## src/design/lieu_ram.sv

```systemverilog
// Generic single-write, single-read RAM with registered read data.
module lieu_ram #(
	parameter int unsigned WIDTH = 48,
	parameter int unsigned DEPTH = 64
) (
	input  logic                     clk,
	input  logic                     we,
	input  logic [$clog2(DEPTH)-1:0] waddr,
	input  logic [WIDTH-1:0]         wdata,
	input  logic                     re,
	input  logic [$clog2(DEPTH)-1:0] raddr,
	output logic [WIDTH-1:0]         rdata
);

	logic [WIDTH-1:0] mem_q [DEPTH];

	// Read data holds while re is low.
	always_ff @(posedge clk) begin
		if (we) begin
			mem_q[waddr] <= wdata;
		end
		if (re) begin
			rdata <= mem_q[raddr];
		end
	end

endmodule

```

## config.mk

```make
export PLATFORM = sky130hd
export DESIGN_NAME = lieu_ram
export DESIGN_NICKNAME = d
export VERILOG_FILES = /design/src/design/lieu_ram.sv
export SDC_FILE = /design/constraint.sdc
export NUM_CORES = 2
export LEC_CHECK = 0
export BUFFER_PORTS_ARGS = -buffer_cell sky130_fd_sc_hd__clkbuf_2
export CORE_MARGIN = 2
export CORE_UTILIZATION = 35
export CTS_BUF_LIST = sky130_fd_sc_hd__clkbuf_8
export DETAILED_ROUTE_END_ITERATION = 10
export PLACE_DENSITY = 0.54
export SYNTH_ARGS = -nofsm -noshare
export SYNTH_HDL_FRONTEND = slang
export SYNTH_SLANG_ARGS = --single-unit
```

## constraint.sdc

```tcl
create_clock -name clk -period 9.8 [get_ports clk]
set_input_delay 1.47 -clock clk [delete_from_list [all_inputs] [get_ports clk]]
set_output_delay 1.47 -clock clk [all_outputs]
set_load 0.1 [all_outputs]
```

==> results.sh <==
export IMPL_outcome="finished clean"
export IMPL_dp_hpwl_mm=183.7
export IMPL_syn_nets=5033
export IMPL_max_freq_mhz=226.2
export IMPL_reg2reg_from="mem_q[2][46]$_DFFE_PP_"
export IMPL_seq_area_frac_synth_pct=79.67
export IMPL_worstPathArrival_ps=5160
export IMPL_syn_cell_area_um2=117600
export IMPL_grt_overflow_total=0
export IMPL_layout_nets=5530
export IMPL_drc=0
export IMPL_timing_final_crit_share_pct=45.11
export IMPL_setup_viol=0
export IMPL_drtPass1Iterations=8
export IMPL_rows=212
export IMPL_tritoncts="built"
export IMPL_core_area_um2=334000
export IMPL_hold_viol=0
export IMPL_r2r_slack_ps=7260
export IMPL_setup_ws_ps=5379
export IMPL_antenna_found_initial=25
export IMPL_startpoint="raddr[2]"
export IMPL_critPathLaunchType="input port"
export IMPL_wirelength_mm=344.1
export IMPL_via_per_inst=5.647
export IMPL_post_dp_cell_area_um2=124200
export IMPL_fillerInstances=29450
export IMPL_avgRoutedWirePerCell_um=33.65
export IMPL_cts_root_buf="clkbuf_8"
export IMPL_drt_antenna_violating_nets=0
export IMPL_crit_path_end="rdata[4]$_DFFE_PP_"
export IMPL_path_max_fanout=53
export IMPL_numCtsBuffers=488
export IMPL_die_area_um2=340600
export IMPL_tightest_slew_ps=1350
export IMPL_gp_routability_congestion=0.7681
export IMPL_seq_area_um2=93690
export IMPL_synth_edf_count=3120
export IMPL_ctsResizeCount=0
export IMPL_multi_input_area_um2=22960
export IMPL_synth_area_per_cell_um2=23.66
export IMPL_ys_warn_count=0
export IMPL_drive_gt1_share_pct=29.01
export IMPL_syn_inst=4970
export IMPL_worst_r2r_endpoint="rdata[46]$_DFFE_PP_"
export IMPL_synth_top_cell_area_share_pct=79.67
export IMPL_io_buffers=110
export IMPL_drt_iter0_markers=6830
export IMPL_syn_to_final_growth_pct=12.79
export IMPL_cts_setup_buffers=0
export IMPL_path_class="in -> reg"
export IMPL_ys_types=35
export IMPL_ys_ff_latch=3120
export IMPL_async_flop_share_pct=0
export IMPL_crit_required_ps=10530
export IMPL_hold_class="reg -> reg"
export IMPL_pre_cts_ws_ps=4358
export IMPL_fin_crit_ps=4421
export IMPL_die_x_um=583.7
export IMPL_ir_worst_vdd_uv=115.9
export IMPL_fp_dieH_um=583.7
export IMPL_grt_pass1_vias=58440
export IMPL_slew_viol_final=0
export IMPL_clock_sinks=3120
export IMPL_ys_top_cells_by_area="edfxtp_1 (80%), mux4_2 (14%), o22ai_1 (0.65%), a221oi_1 (0.62%), mux2i_1 (0.54%)"
export IMPL_mostFrequentLayoutCells="edfxtp_1 (3120), mux4_2 (754), clkbuf_8 (496)"
export IMPL_timing_hold_ws_ps=861.5
export IMPL_reg2regPathDepth=4
export IMPL_ys_flop_type="edfxtp_1"
export IMPL_cts_buffer_depth=4
export IMPL_clk_pin_slew_ps=70
export IMPL_grt_pass1_wl_mm=474.2
export IMPL_crit_path_end_kind="flop"
export IMPL_max_slew_margin_pct=9.977
export IMPL_clk_insertion_delay_late_ps=1040
export IMPL_final_area_um2=132600
export IMPL_min_path_cells=4
export IMPL_vias=57760
export IMPL_p_per_area_nw_per_um2=196.7
export IMPL_fin_skew_ps=71.53
export IMPL_maxCapViolCount=0
export IMPL_fin_setup_tns_ps=0
export IMPL_grt_total_usage_pct=19.94
export IMPL_cts_hold_buf=0
export IMPL_start_util_pct=35.21
export IMPL_rsz0062_at_grt="no"
export IMPL_yosysTopAreaCell="edfxtp_1"
export IMPL_htreeDepth=5
export IMPL_grt_max_degree=117
export IMPL_ioPinCount=111
export IMPL_p_leak_nw=41.16
export IMPL_final_common_cell="edfxtp_1"
export IMPL_report_power_total_mw=26.09
## critical path: stages
cell      delay (ps)
buf_8            440
buf_4            640
buf_4            760
nand2b_1         380
a211oi_1         310
a311oi_1          80
a311oi_1         750
a211oi_1         170
## metal layers
layer	track usage [%]	part of all wire (%)
met1	27.63	41
met2	32.98	49
met3	3.285	7.5
met4	4.658	2.2
met5	0	0.027
## per-stage QoR
step	cells	utilization [%]
after floorplan	4970	-
after global placement	9364	37.19
after detailed placement	9364	37.19
after CTS	10220	39.71
after global routing	10220	39.72
final	10230	39.72
## how the worst min path moves through the flow
stage	slack [ps]	end	start
3_5_place_dp	840	rdata[36]$_DFFE_PP_	mem_q[58][36]$_DFFE_PP_
6_report	860	rdata[36]$_DFFE_PP_	mem_q[58][36]$_DFFE_PP_
4_1_cts	860	rdata[36]$_DFFE_PP_	mem_q[58][36]$_DFFE_PP_
3_3_place_gp	820	rdata[24]$_DFFE_PP_	mem_q[58][24]$_DFFE_PP_
2_1_floorplan	790	rdata[36]$_DFFE_PP_	mem_q[58][36]$_DFFE_PP_
5_1_grt	960	rdata[36]$_DFFE_PP_	mem_q[58][36]$_DFFE_PP_
## registers in the layout (all words and copies together), names as in the netlist
register / cells
mem_q: 3072
rdata: 48
## cell usage after synthesis, types with 2 or more instances
| master | instances |
|---|---|
| nand3_1 | 7 |
| buf_1 | 12 |
| a21oi_1 | 74 |
| or3b_2 | 4 |
| mux4_2 | 754 |
| and2_1 | 3 |
| buf_4 | 62 |
| a311oi_1 | 11 |
| nand4_1 | 2 |
| clkbuf_1 | 98 |
| o221ai_1 | 28 |
| a31o_2 | 5 |
| a221oi_1 | 83 |
| edfxtp_1 | 3120 |
| buf_6 | 11 |
| nand2b_1 | 10 |
| nor2b_1 | 24 |
| nor3_1 | 3 |
| or2_2 | 3 |
| buf_2 | 98 |
| mux2_2 | 12 |
| nor2_1 | 132 |
| or3_1 | 3 |
| a211oi_1 | 32 |
| mux2i_1 | 63 |
| a22o_1 | 57 |
| a22oi_1 | 72 |
| o22ai_1 | 122 |
| nand2_1 | 55 |
| nand3b_1 | 5 |
## logic make-up (layout without fill, tap and decap cells)
kind of cell | after synthesis | in the layout | synth area share (%)
flip-flops | 3120 | 3120 | 79.67
multiplexers | 829 | 829 | 15.09
other | 0 | 9 | 0
AND/OR/NAND/NOR | 253 | 253 | 0.9533
buffers and inverters | 282 | 1144 | 1.274
AO/OA/AOI/OAI | 486 | 486 | 3.012
## where the power goes
part / switching, mW / total [mW] / internal [mW]
sequential: 0.0496 / 14.9 / 14.8
clock: 5.01 / 9.80 / 4.79
combinational: 0.975 / 1.42 / 0.448
total: 6.03 / 26.1 / 20.1
## layout make-up
cell class | instances | share of cell area [%]
Antenna cell | 9 | 0.01698
Clock buffer | 496 | 5.147
Sequential cell | 3120 | 70.63
Timing Repair Buffer | 289 | 1.543
Clock inverter | 359 | 1.214
Tap cell | 4387 | 4.138
Multi-Input combinational cell | 1568 | 17.31
(Power assumes the default switching activity.)
